`src/rtl/gvpc_pkg.sv`:
```
// ----------------------------------------------------------------------------
// gvpc_pkg
// Shared types, widths and constants of the gripper velocity PID current unit.
// ----------------------------------------------------------------------------
package gvpc_pkg;

  localparam int POS_W       = 32;
  localparam int GAIN_W      = 24;
  localparam int LIMIT_W     = 15;
  localparam int DBAND_W     = 16;
  localparam int CURRENT_W   = 16;
  localparam int INTEG_W     = 17;
  localparam int FRAC_BITS   = 16;
  localparam int MUL_X_W     = POS_W + 1;                      // difference of two errors
  localparam int MUL_P_W     = GAIN_W + MUL_X_W;               // exact magnitude product
  localparam int MUL_RES_W   = MUL_P_W - FRAC_BITS + 1;        // signed, after the shift
  localparam int ACC_W       = MUL_RES_W + 2;                  // sum of three terms
  localparam int SUM_W       = POS_W + 2;                      // integral plus error
  localparam int CFG_IDX_W   = 8;
  localparam int CFG_DATA_W  = 32;

  localparam int INTEGRAL_LIMIT   = 50000;
  localparam int DEAD_ZONE_OFFSET = 35;
  localparam logic [DBAND_W-1:0] DEADBAND_RESET = DBAND_W'(20);

  // configuration register indices
  localparam logic [CFG_IDX_W-1:0] REG_VELOCITY_GAIN = CFG_IDX_W'(0);
  localparam logic [CFG_IDX_W-1:0] REG_PROP_GAIN     = CFG_IDX_W'(1);
  localparam logic [CFG_IDX_W-1:0] REG_INTEG_GAIN    = CFG_IDX_W'(2);
  localparam logic [CFG_IDX_W-1:0] REG_DERIV_GAIN    = CFG_IDX_W'(3);
  localparam logic [CFG_IDX_W-1:0] REG_CURRENT_LIMIT = CFG_IDX_W'(4);
  localparam logic [CFG_IDX_W-1:0] REG_DEADBAND      = CFG_IDX_W'(5);

  typedef logic signed [POS_W-1:0]     pos_t;
  typedef logic signed [GAIN_W-1:0]    gain_t;
  typedef logic        [LIMIT_W-1:0]   limit_t;
  typedef logic        [DBAND_W-1:0]   dband_t;
  typedef logic signed [CURRENT_W-1:0] current_t;
  typedef logic        [CFG_IDX_W-1:0] cfg_idx_t;
  typedef logic        [CFG_DATA_W-1:0] cfg_data_t;
  typedef logic signed [MUL_X_W-1:0]   mul_x_t;
  typedef logic signed [MUL_RES_W-1:0] mul_res_t;
  typedef logic signed [ACC_W-1:0]     acc_t;

  typedef struct packed {
    gain_t  velocity_gain;
    gain_t  prop_gain;
    gain_t  integ_gain;
    gain_t  deriv_gain;
    limit_t drive_limit;
    dband_t deadband;
  } cfg_t;

  // saturate a wide signed value to the 32-bit signed range
  function automatic pos_t sat32(input acc_t v);
    acc_t hi;
    acc_t lo;
    hi = ACC_W'({1'b0, {(POS_W-1){1'b1}}});
    lo = -hi - ACC_W'(1);
    if (v > hi)      sat32 = pos_t'(hi);
    else if (v < lo) sat32 = pos_t'(lo);
    else             sat32 = pos_t'(v);
  endfunction

endpackage

```
`src/rtl/gvpc_in_if.sv`:
```
// ----------------------------------------------------------------------------
// gvpc_in_if
// Input channel: one control tick of positions and velocity.
// ----------------------------------------------------------------------------
interface gvpc_in_if import gvpc_pkg::*; ();
  logic valid;
  logic ready;
  pos_t goal_position;
  pos_t measured_position;
  pos_t measured_velocity;

  modport source (output valid, output goal_position, output measured_position,
                  output measured_velocity, input ready);
  modport sink   (input valid, input goal_position, input measured_position,
                  input measured_velocity, output ready);
endinterface

```
`src/rtl/gvpc_out_if.sv`:
```
// ----------------------------------------------------------------------------
// gvpc_out_if
// Result channel: one drive current per tick.
// ----------------------------------------------------------------------------
interface gvpc_out_if import gvpc_pkg::*; ();
  logic     valid;
  logic     ready;
  current_t drive_current;

  modport source (output valid, output drive_current, input ready);
  modport sink   (input valid, input drive_current, output ready);
endinterface

```
`src/rtl/gvpc_cfg_if.sv`:
```
// ----------------------------------------------------------------------------
// gvpc_cfg_if
// Configuration write channel: register index and write data.
// ----------------------------------------------------------------------------
interface gvpc_cfg_if import gvpc_pkg::*; ();
  logic      valid;
  logic      ready;
  cfg_idx_t  index;
  cfg_data_t data;

  modport source (output valid, output index, output data, input ready);
  modport sink   (input valid, input index, input data, output ready);
endinterface

```
`src/rtl/gvpc_regs.sv`:
```
// ----------------------------------------------------------------------------
// gvpc_regs
// Configuration register file: gains, current limit and deadband.
// ----------------------------------------------------------------------------
module gvpc_regs import gvpc_pkg::*; (
  input  logic        clk,
  input  logic        rst_n,
  gvpc_cfg_if.sink    cfg_ch,
  output cfg_t        cfg
);

  cfg_t cfg_r;

  assign cfg_ch.ready = 1'b1;
  assign cfg          = cfg_r;

  always_ff @(posedge clk) begin
    if (!rst_n) begin
      cfg_r.velocity_gain <= '0;
      cfg_r.prop_gain     <= '0;
      cfg_r.integ_gain    <= '0;
      cfg_r.deriv_gain    <= '0;
      cfg_r.drive_limit   <= '0;
      cfg_r.deadband      <= DEADBAND_RESET;
    end else if (cfg_ch.valid) begin
      // unknown indices drop the transfer
      unique case (cfg_ch.index)
        REG_VELOCITY_GAIN: cfg_r.velocity_gain <= gain_t'(cfg_ch.data[GAIN_W-1:0]);
        REG_PROP_GAIN:     cfg_r.prop_gain     <= gain_t'(cfg_ch.data[GAIN_W-1:0]);
        REG_INTEG_GAIN:    cfg_r.integ_gain    <= gain_t'(cfg_ch.data[GAIN_W-1:0]);
        REG_DERIV_GAIN:    cfg_r.deriv_gain    <= gain_t'(cfg_ch.data[GAIN_W-1:0]);
        REG_CURRENT_LIMIT: cfg_r.drive_limit   <= cfg_ch.data[LIMIT_W-1:0];
        REG_DEADBAND:      cfg_r.deadband      <= cfg_ch.data[DBAND_W-1:0];
        default: ;
      endcase
    end
  end

endmodule

```
`src/rtl/gvpc_mulq.sv`:
```
// ----------------------------------------------------------------------------
// gvpc_mulq
// Shared Q8.16 multiplier: gain times value, shifted down toward zero.
// Three stages: magnitudes, product, shift and sign.
// ----------------------------------------------------------------------------
module gvpc_mulq import gvpc_pkg::*; (
  input  logic     clk,
  input  logic     rst_n,
  input  logic     start,
  input  gain_t    gain,
  input  mul_x_t   x,
  output logic     done,
  output mul_res_t res
);

  logic [GAIN_W-1:0]            mg_r;
  logic [MUL_X_W-1:0]           mx_r;
  logic [MUL_P_W-1:0]           p_r;
  logic                         neg1_r;
  logic                         neg2_r;
  logic                         v1_r;
  logic                         v2_r;
  logic                         done_r;
  mul_res_t                     res_r;
  logic [MUL_P_W-FRAC_BITS-1:0] q;

  assign q    = p_r[MUL_P_W-1:FRAC_BITS];
  assign done = done_r;
  assign res  = res_r;

  always_ff @(posedge clk) begin
    if (!rst_n) begin
      v1_r   <= 1'b0;
      v2_r   <= 1'b0;
      done_r <= 1'b0;
    end else begin
      v1_r   <= start;
      v2_r   <= v1_r;
      done_r <= v2_r;
    end
  end

  always_ff @(posedge clk) begin
    mg_r   <= gain[GAIN_W-1] ? GAIN_W'(-gain) : GAIN_W'(gain);
    mx_r   <= x[MUL_X_W-1] ? MUL_X_W'(-x) : MUL_X_W'(x);
    neg1_r <= gain[GAIN_W-1] ^ x[MUL_X_W-1];
    p_r    <= MUL_P_W'(mg_r) * MUL_P_W'(mx_r);
    neg2_r <= neg1_r;
    res_r  <= neg2_r ? -mul_res_t'({1'b0, q}) : mul_res_t'({1'b0, q});
  end

endmodule

```
`src/rtl/gripper_velocity_pid_current_unit.sv`:
```
// One item at a time: the single shared multiplier (three stages) runs four products
//   under the sequencer, and input is taken only in idle.
// A waiting result does not block the next input transfer; it holds the next result.
// Reset (synchronous, rst_n low): idle, output empty, integral and previous error zero,
//   gains and current limit zero, deadband 20.
// ----------------------------------------------------------------------------
// gripper_velocity_pid_current_unit
// Position-to-velocity PID current controller with deadband and anti-windup.
// ----------------------------------------------------------------------------
module gripper_velocity_pid_current_unit import gvpc_pkg::*; (
  input  logic        clk,
  input  logic        rst_n,
  gvpc_in_if.sink     in_ch,
  gvpc_out_if.source  out_ch,
  gvpc_cfg_if.sink    cfg_ch
);

  localparam logic [3:0] S_IDLE  = 4'd0;
  localparam logic [3:0] S_PERR  = 4'd1;
  localparam logic [3:0] S_BAND1 = 4'd2;
  localparam logic [3:0] S_MULV  = 4'd3;
  localparam logic [3:0] S_VERR  = 4'd4;
  localparam logic [3:0] S_BAND2 = 4'd5;
  localparam logic [3:0] S_INTEG = 4'd6;
  localparam logic [3:0] S_MULI  = 4'd7;
  localparam logic [3:0] S_MULD  = 4'd8;
  localparam logic [3:0] S_ACCW  = 4'd9;
  localparam logic [3:0] S_OFFS  = 4'd10;
  localparam logic [3:0] S_SAT   = 4'd11;

  function automatic logic in_band(input pos_t e, input dband_t db);
    logic [POS_W-1:0] a;
    a = e[POS_W-1] ? POS_W'(-e) : POS_W'(e);
    in_band = (a <= POS_W'(db));
  endfunction

  cfg_t     cfg;
  logic [3:0] state_r;
  pos_t     tpos_r, mpos_r, mvel_r;
  pos_t     perr_r, tvel_r, verr_r, err_r, prev_r;
  logic signed [INTEG_W-1:0] integ_r;
  mul_x_t   diff_r;
  logic     band_r;
  acc_t     acc_r;
  acc_t     u_r;
  logic [1:0] cnt_r;
  logic     out_valid_r;
  current_t out_drive_r;

  logic     mul_start;
  gain_t    mul_gain;
  mul_x_t   mul_x;
  logic     mul_done;
  mul_res_t mul_res;

  logic signed [SUM_W-1:0] integ_sum;
  acc_t     lim;
  acc_t     u_sat;

  gvpc_regs u_regs (
    .clk    (clk),
    .rst_n  (rst_n),
    .cfg_ch (cfg_ch),
    .cfg    (cfg)
  );

  gvpc_mulq u_mulq (
    .clk   (clk),
    .rst_n (rst_n),
    .start (mul_start),
    .gain  (mul_gain),
    .x     (mul_x),
    .done  (mul_done),
    .res   (mul_res)
  );

  assign in_ch.ready          = (state_r == S_IDLE);
  assign out_ch.valid         = out_valid_r;
  assign out_ch.drive_current = out_drive_r;

  // operand select for the shared multiplier
  always_comb begin
    mul_start = 1'b0;
    mul_gain  = cfg.velocity_gain;
    mul_x     = mul_x_t'(perr_r);
    unique case (state_r)
      S_BAND1: begin
        mul_start = 1'b1;
      end
      S_INTEG: begin
        mul_start = 1'b1;
        mul_gain  = cfg.prop_gain;
        mul_x     = mul_x_t'(err_r);
      end
      S_MULI: begin
        mul_start = 1'b1;
        mul_gain  = cfg.integ_gain;
        mul_x     = mul_x_t'(integ_r);
      end
      S_MULD: begin
        mul_start = 1'b1;
        mul_gain  = cfg.deriv_gain;
        mul_x     = diff_r;
      end
      default: ;
    endcase
  end

  assign integ_sum = SUM_W'(integ_r) + SUM_W'(err_r);
  assign lim       = acc_t'({1'b0, cfg.drive_limit});

  always_comb begin
    if (u_r > lim)       u_sat = lim;
    else if (u_r < -lim) u_sat = -lim;
    else                 u_sat = u_r;
  end

  always_ff @(posedge clk) begin
    if (!rst_n) begin
      state_r     <= S_IDLE;
      out_valid_r <= 1'b0;
      integ_r     <= '0;
      prev_r      <= '0;
      cnt_r       <= '0;
    end else begin
      if (out_ch.ready && state_r != S_SAT) out_valid_r <= 1'b0;
      unique case (state_r)
        S_IDLE: begin
          if (in_ch.valid) begin
            tpos_r  <= in_ch.goal_position;
            mpos_r  <= in_ch.measured_position;
            mvel_r  <= in_ch.measured_velocity;
            state_r <= S_PERR;
          end
        end
        S_PERR: begin
          perr_r  <= sat32(acc_t'(tpos_r) - acc_t'(mpos_r));
          state_r <= S_BAND1;
        end
        S_BAND1: begin
          band_r  <= in_band(perr_r, cfg.deadband);
          state_r <= S_MULV;
        end
        S_MULV: begin
          if (mul_done) begin
            tvel_r  <= band_r ? '0 : sat32(acc_t'(mul_res));
            state_r <= S_VERR;
          end
        end
        S_VERR: begin
          verr_r  <= sat32(acc_t'(tvel_r) - acc_t'(mvel_r));
          state_r <= S_BAND2;
        end
        S_BAND2: begin
          err_r   <= in_band(verr_r, cfg.deadband) ? '0 : verr_r;
          state_r <= S_INTEG;
        end
        S_INTEG: begin
          // clamp the integral, latch the error change, start the P product
          if (integ_sum > SUM_W'(INTEGRAL_LIMIT))
            integ_r <= INTEG_W'(INTEGRAL_LIMIT);
          else if (integ_sum < -SUM_W'(INTEGRAL_LIMIT))
            integ_r <= -INTEG_W'(INTEGRAL_LIMIT);
          else
            integ_r <= integ_sum[INTEG_W-1:0];
          diff_r  <= mul_x_t'(err_r) - mul_x_t'(prev_r);
          prev_r  <= err_r;
          acc_r   <= '0;
          cnt_r   <= '0;
          state_r <= S_MULI;
        end
        S_MULI: begin
          state_r <= S_MULD;
        end
        S_MULD: begin
          state_r <= S_ACCW;
        end
        S_ACCW: begin
          if (mul_done) begin
            acc_r <= acc_r + acc_t'(mul_res);
            if (cnt_r == 2'd2) begin
              cnt_r   <= '0;
              state_r <= S_OFFS;
            end else begin
              cnt_r <= cnt_r + 2'd1;
            end
          end
        end
        S_OFFS: begin
          // zero counts as non-negative
          u_r     <= acc_r[ACC_W-1] ? acc_r - acc_t'(DEAD_ZONE_OFFSET)
                                    : acc_r + acc_t'(DEAD_ZONE_OFFSET);
          cnt_r   <= '0;
          state_r <= S_SAT;
        end
        S_SAT: begin
          // hold until the output register is free
          if (!out_valid_r || out_ch.ready) begin
            out_drive_r <= u_sat[CURRENT_W-1:0];
            out_valid_r <= 1'b1;
            state_r     <= S_IDLE;
          end
        end
        default: begin
          state_r <= S_IDLE;
        end
      endcase
    end
  end

  a_accept_starts: assert property (@(posedge clk) disable iff (!rst_n)
    in_ch.valid && in_ch.ready |=> state_r == S_PERR)
    else $error("accepted item did not start the sequence");

  a_integ_bound: assert property (@(posedge clk) disable iff (!rst_n)
    (integ_r <= INTEG_W'(INTEGRAL_LIMIT)) && (integ_r >= -INTEG_W'(INTEGRAL_LIMIT)))
    else $error("integral outside its clamp");

  a_term_count: assert property (@(posedge clk) disable iff (!rst_n)
    cnt_r != 2'd3)
    else $error("more PID terms accumulated than issued");

endmodule
```
`src/flat_wrapper.sv`:
```
// flat-port wrapper written by rule: the top's interface ports become plain ports
module gripper_velocity_pid_current_unit_flat import gvpc_pkg::*;
  (clk, rst_n, in_ch_valid, in_ch_goal_position, in_ch_measured_position, in_ch_measured_velocity, in_ch_ready, out_ch_valid, out_ch_drive_current, out_ch_ready, cfg_ch_valid, cfg_ch_index, cfg_ch_data, cfg_ch_ready);
  gvpc_in_if in_ch_i ();
  gvpc_out_if out_ch_i ();
  gvpc_cfg_if cfg_ch_i ();
  input  logic clk;
  input  logic rst_n;
  input wire logic [$bits(in_ch_i.valid)-1:0] in_ch_valid;
  input wire logic [$bits(in_ch_i.goal_position)-1:0] in_ch_goal_position;
  input wire logic [$bits(in_ch_i.measured_position)-1:0] in_ch_measured_position;
  input wire logic [$bits(in_ch_i.measured_velocity)-1:0] in_ch_measured_velocity;
  output wire logic [$bits(in_ch_i.ready)-1:0] in_ch_ready;
  output wire logic [$bits(out_ch_i.valid)-1:0] out_ch_valid;
  output wire logic [$bits(out_ch_i.drive_current)-1:0] out_ch_drive_current;
  input wire logic [$bits(out_ch_i.ready)-1:0] out_ch_ready;
  input wire logic [$bits(cfg_ch_i.valid)-1:0] cfg_ch_valid;
  input wire logic [$bits(cfg_ch_i.index)-1:0] cfg_ch_index;
  input wire logic [$bits(cfg_ch_i.data)-1:0] cfg_ch_data;
  output wire logic [$bits(cfg_ch_i.ready)-1:0] cfg_ch_ready;
  assign in_ch_i.valid = in_ch_valid;
  assign in_ch_i.goal_position = in_ch_goal_position;
  assign in_ch_i.measured_position = in_ch_measured_position;
  assign in_ch_i.measured_velocity = in_ch_measured_velocity;
  assign in_ch_ready = in_ch_i.ready;
  assign out_ch_valid = out_ch_i.valid;
  assign out_ch_drive_current = out_ch_i.drive_current;
  assign out_ch_i.ready = out_ch_ready;
  assign cfg_ch_i.valid = cfg_ch_valid;
  assign cfg_ch_i.index = cfg_ch_index;
  assign cfg_ch_i.data = cfg_ch_data;
  assign cfg_ch_ready = cfg_ch_i.ready;
  gripper_velocity_pid_current_unit u_core (.clk(clk), .rst_n(rst_n), .in_ch(in_ch_i), .out_ch(out_ch_i), .cfg_ch(cfg_ch_i));
endmodule
```
`config.mk`:
```
export PLATFORM = sky130hd
export DESIGN_NAME = gripper_velocity_pid_current_unit_flat
export DESIGN_NICKNAME = d
export VERILOG_FILES = /design/src/rtl/gvpc_pkg.sv /design/src/rtl/gvpc_in_if.sv /design/src/rtl/gvpc_out_if.sv /design/src/rtl/gvpc_cfg_if.sv /design/src/rtl/gvpc_regs.sv /design/src/rtl/gvpc_mulq.sv /design/src/rtl/gripper_velocity_pid_current_unit.sv /design/src/flat_wrapper.sv
export SDC_FILE = /design/constraint.sdc
export NUM_CORES = 2
export LEC_CHECK = 0
export ABC_AREA = 0
export BUFFER_PORTS_ARGS = -buffer_cell sky130_fd_sc_hd__buf_2
export CAP_MARGIN = 30
export CORE_UTILIZATION = 45
export CTS_CLUSTER_DIAMETER = 30
export CTS_CLUSTER_SIZE = 10
export DETAILED_ROUTE_END_ITERATION = 8
export PLACE_DENSITY = 0.63
export SLEW_MARGIN = 5
export SYNTH_ARGS = -nofsm -noshare
export SYNTH_HDL_FRONTEND = slang
export SYNTH_SLANG_ARGS = --single-unit
```
`constraint.sdc`:
```
create_clock -name clk -period 13.77 [get_ports clk]
set_input_delay 2.754 -clock clk [delete_from_list [all_inputs] [get_ports clk]]
set_output_delay 2.754 -clock clk [all_outputs]
set_load 0.05 [all_outputs]
```
# After elaboration in Yosys (flattened, before gate mapping)
# Cells that the tools add are included.
# totals
ff_bits	706
input_bits	141
out_inout_bits	19
word_cells	147
# op_classes
add_sub_neg	14
mul	1
n_lt_le_gt_ge	12
eq_ne	23
mux	31
bitwise	1
n_reduce_logical	28
# op_table
op	n
$mux 32	6
$pmux 33 s3	1
$sub 32x32->33	3
$gt 44x32->1 const B	2
$lt 44x32->1 const B	2
$mux 44	2
$pmux 44 s2	1
$pmux 24 s3	1
$le 32x16->1	2
$neg 32->32	2
$mul 24x33->57	1
$pmux 4 s12	1
$add 44x42->44	1
$add 44x7->44 const B	1
$gt 44x16->1	1
$lt 44x44->1	1
$neg 15->44	1
$sub 44x7->44 const B	1
$gt 42x32->1 const B	1
$lt 42x32->1 const B	1
$neg 41->42	1
$mux 41	1
$gt 34x17->1 const B	1
$lt 34x17->1 const B	1
other kinds (36)	74

# Longest topological paths before layout
# depth
depth_word	5
depth_mapped	28
depth_no_buf	27

# Cells and area by module
# Synthesis repeated with hierarchy kept, for this count alone.
# hier_totals
cells_unflattened	7089
area_unflattened_um2	65876.9
# by_module_without_submodules
module	instances	cells_each	area_per_inst_um2	seq_area_each_um2
gripper_velocity_pid_current_unit	1	3337	31132.4	11991.5
gvpc_mulq	1	3303	30053.8	2902.8
gvpc_regs	1	449	4690.7	2542.4

# Worst setup path after synthesis
# Ideal clock, no wire load.
# synth_timing
path_kind	input-to-reg
from	in rst_n
to	reg u_core.mpos_r[0], enable pin
setup_time_ns	0.820
t_arrival_ns	12.978
required_time_ns	12.950
slack_ns	-0.028
stages	3
path_buffers	1
path_cell_list	clkbuf_1 -> nand2_1 -> nor4b_1
# synth_between
elab_chain_len	1
# synth_lines
item	line_no	text
from (decl)	flat_wrapper.sv:8	input logic rst_n;
$reduce_and 3->1 (no line)	n/a	
to (signal assigned)	gripper_velocity_pid_current_unit.sv:131	mpos_r <= in_ch.measured_position;
to (decl)	gripper_velocity_pid_current_unit.sv:39	pos_t tpos_r, mpos_r, mvel_r;
# Every way passes these cells.
# A chain may end at the register's enable or synchronous reset.

# Worst setup path after layout
# layout_timing
from	reg u_core.u_mulq.mg_r[7]
to	reg u_core.u_mulq.p_r[53]
# layout_between
elab_chain_len	1
# layout_lines
item	line_no	text
from (decl)	gvpc_mulq.sv:16	logic [GAIN_W-1:0] mg_r;
from (signal assigned)	gvpc_mulq.sv:44	mg_r <= gain[GAIN_W-1] ? GAIN_W'(-gain) : GAIN_W'(gain);
$mul 24x33->57	gvpc_mulq.sv:47	p_r <= MUL_P_W'(mg_r) * MUL_P_W'(mx_r);
to (signal assigned)	gvpc_mulq.sv:47	
to (decl)	gvpc_mulq.sv:18	logic [MUL_P_W-1:0] p_r;
# Every way passes these cells.

==> flow_summary.toml <==
[run_status]
status = "finished clean"

[power_and_ir_drop]
p_total_w = 0.00711
p_leak_nw = 32.7
power.density_nw_per_um2 = 97.1
irDropWorstVdd_uv = 128

[sta]
finalSetupViolCount = 0
drv_slew = 0
period_needed_ns = 8.64
post-route-period-util_pct = 62.8
worst_slew_pin_slew_ns = 0.978
max_freq_mhz = 116
slew-limit-headroom_pct = 34.2
tns_ns = 0
rsz0062_at_grt = "no"
hold_viol_final = 0
fin_skew_ns = 0.0354

[worst_setup_path]
cp-startpoint = "u_core.u_mulq.mg_r[7]"
criticalPathCategory = "reg2reg"
r2r-start = "u_core.u_mulq.mg_r[7]"
endpoint = "u_core.u_mulq.p_r[53]"
reg2reg_slack_ns = 5.13
crit_path_max_fanout = 33
reg2reg_to = "u_core.u_mulq.p_r[53]"
endpoint_kind = "register"
cp_data_required_time_ns = 14.43
reg2reg_depth = 24
cp.arrival_ns = 9.30
crit_path_start_kind = "register"

[clocking]
cts_max_path_buffers = 3
cts_hold_buf = 0
htreeDepth = 4
cts_root_buffer = "clkbuf_16"
cts.sinks = 690
cts_tree = "built"
clock_latency_ns = 0.74
postCtsResizedCells = 0
numCtsBuffers = 145
cts.clk_slew.worst_paths_ns = 0.05
postCtsSetupBuffers = 0

[global_route]
grt_pass1_wl_mm = 294
first_global_vias = 52012
grtUsageTotal_pct = 25.8
grt_max_degree = 106
overflow = 0
antenna_found_initial = 15

[logic_synthesis]
syn-num-nets = 8345
synth_flop_cell = "edfxtp_1"
seq_area_frac_synth_pct = 26.8
synth_cells = 7030
synth.avg_cell_area_um2 = 9.25
yosys_warnings = 0
synth-seq-cells = 690
synthArstFlopShare_pct = 0
synth_area_um2 = 65000
synth_edf_count = 362
yosysUniqueCellTypes = 93

[worst_hold_path]
min_from = "u_core.u_mulq.neg1_r"
worst_hold_path_type = "reg2reg"

[die]
io_pins = 160
start_util_pct = 45.3
dieArea_um2 = 146000
chipWidth_um = 382
placementRows = 139
die_h_um = 382
core_area_um2 = 143000

[detailed_routing]
vias = 50953
viasPerCell = 5.56
avgRoutedWirePerCell_um = 20.3
dr.pass1.iters = 7
drtAntennaViolNets = 0
drt_wl_total_mm = 186
drcViolationCount = 0
drt_iter0_drc = 3962

[final_layout]
finalInstanceArea_um2 = 73300
area_delta_synth_final_pct = 12.7
drive_gt1_share_pct = 8.19
layout.nets = 8450
nFillCells = 13099

[placed_design]
placed_area_um2 = 68000
io_buffers = 150
gp_congestion = 0.937
post-dp-hpwl_mm = 137

[run]
max_cap_viol_count = 0
## power breakdown
part | total (W) | internal, W | switching (W)
registers | 0.00237 | 0.00227 | 0.0000969
clock network | 0.00360 | 0.00235 | 0.00125
logic | 0.00114 | 0.000399 | 0.000740
## per-layer routing
| layer | routed length (µm) | up-vias | GRT usage (%) |
|---|---|---|---|
| met5 | 19 | - | 0 |
| met4 | 5950 | 4 | 9.26 |
| met3 | 13600 | 344 | 4.71 |
| met2 | 85400 | 1732 | 40.9 |
| met1 | 80800 | 25273 | 35.2 |
| li1 | - | 23600 | - |
## cell usage after synthesis (111+ instances only)
| cell type | n | area share (%) |
|---|---|---|
| a21boi_0 | 137 | 1.6 |
| a21o_1 | 152 | 1.8 |
| a21oi_1 | 313 | 2.4 |
| and2_1 | 420 | 4.0 |
| clkbuf_1 | 286 | 1.7 |
| dfxtp_1 | 328 | 10 |
| edfxtp_1 | 362 | 17 |
| fa_1 | 685 | 21 |
| ha_1 | 489 | 9.4 |
| inv_1 | 958 | 5.5 |
| nand2_1 | 897 | 5.2 |
| nor2_1 | 278 | 1.6 |
| nor2b_1 | 114 | 1.1 |
| o21ai_0 | 254 | 2.0 |
| xnor2_1 | 225 | 3.0 |
| xor2_1 | 111 | 1.5 |
## registers in the layout, summed over array words and instances, names as in the netlist, 17 cells and up
signal              count
u_core.u_mulq.res      42
u_core.diff_r          33
u_core.verr_r          32
u_core.mvel_r          32
u_core.tpos_r          32
u_core.err_r           32
u_core.u_mulq.mx_r     33
u_core.prev_r          32
u_core.u_r             44
u_core.perr_r          32
u_core.acc_r           44
u_core.u_regs.cfg     127
u_core.u_mulq.p_r      41
u_core.integ_r         17
u_core.tvel_r          32
u_core.mpos_r          32
u_core.u_mulq.mg_r     24
## placed cells by master (no fill, tap or decap), types with 78 or more instances in the layout
master     synthesis  layout
buf_2              2     149
xnor2_1          225     225
ha_1             489     489
xor2_1           111     111
and2_1           420     420
fa_1             685     685
edfxtp_1         362     362
buf_4              1     102
dfxtp_1          328     311
clkbuf_16          0     150
nor3_1            80      78
o21ai_0          254     254
nand2_1          897     897
a21boi_0         137     136
inv_1            958     958
nand3_1           91      90
a21oi_1          313     313
nor2_1           278     271
nor2b_1          114     114
a21o_1           152     152
## area by class of cell
cell class	instances	area, µm²	share of cell area (%)
repair buffers	257	1640	2.24
well taps	1903	2380	3.25
inverters	958	3600	4.91
clock buffers	170	3920	5.35
clock inverters	95	1250	1.70
flip-flops and latches	690	17500	23.8
multi-input cells	5083	43000	58.7
diodes	14	35.0	0.0478
## worst max-delay path, stage by stage, from the launching register on
cell and delay, ns:
dfxtp_2 0.94, and2_1 0.26, fa_1 0.45, fa_1 0.52, inv_1 0.06, fa_1 0.50, fa_1 0.52, inv_1 0.05
fa_1 0.48, fa_1 0.56, inv_1 0.06, fa_1 0.54, inv_1 0.05, ha_1 0.33, o21ai_0 0.10, a21oi_1 0.20
o21ai_0 0.22, or3_1 0.43, a211oi_1 0.81, o211ai_1 0.28, a21oi_1 0.39, a21oi_1 0.18, o21ai_0 0.32, a211oi_1 0.13
a21oi_1 0.13
## worst min-delay path by stage
stage,end,slack [ns],cells past startpoint
final,u_core.u_mulq.neg2_r,0.33,0
after global routing,u_core.u_mulq.neg2_r,0.34,0
after CTS,u_core.u_mulq.neg2_r,0.34,0
after detailed placement,u_core.u_mulq.neg2_r,0.32,0
after global placement,u_core.u_mulq.neg2_r,0.32,0
after floorplan,u_core.u_mulq.neg2_r,0.31,0
## metrics by stage
step / cells / utilization [%] / hold slack (ns) / worst slack, ns
after floorplan: 7030 / - / 0.310 / 4.77
after global placement: 8884 / 47.3 / 0.316 / 5.14
after detailed placement: 8889 / 47.4 / 0.318 / 5.24
after CTS: 9154 / 51.0 / 0.339 / 5.16
after global routing: 9162 / 51.0 / 0.344 / 4.79
final: 9170 / 51.1 / 0.332 / 5.13
## cell families after synthesis
logic type,synth area share (%)
AND/OR/NAND/NOR,16.6
multiplexers,1.16
other,0.00577
adder cells (fa/ha/maj),30.5
flip-flops,26.8
AO/OA/AOI/OAI,13.1
XOR/XNOR,4.53
buffers and inverters,7.27
Note: power is estimated with default switching activity, not from simulation.
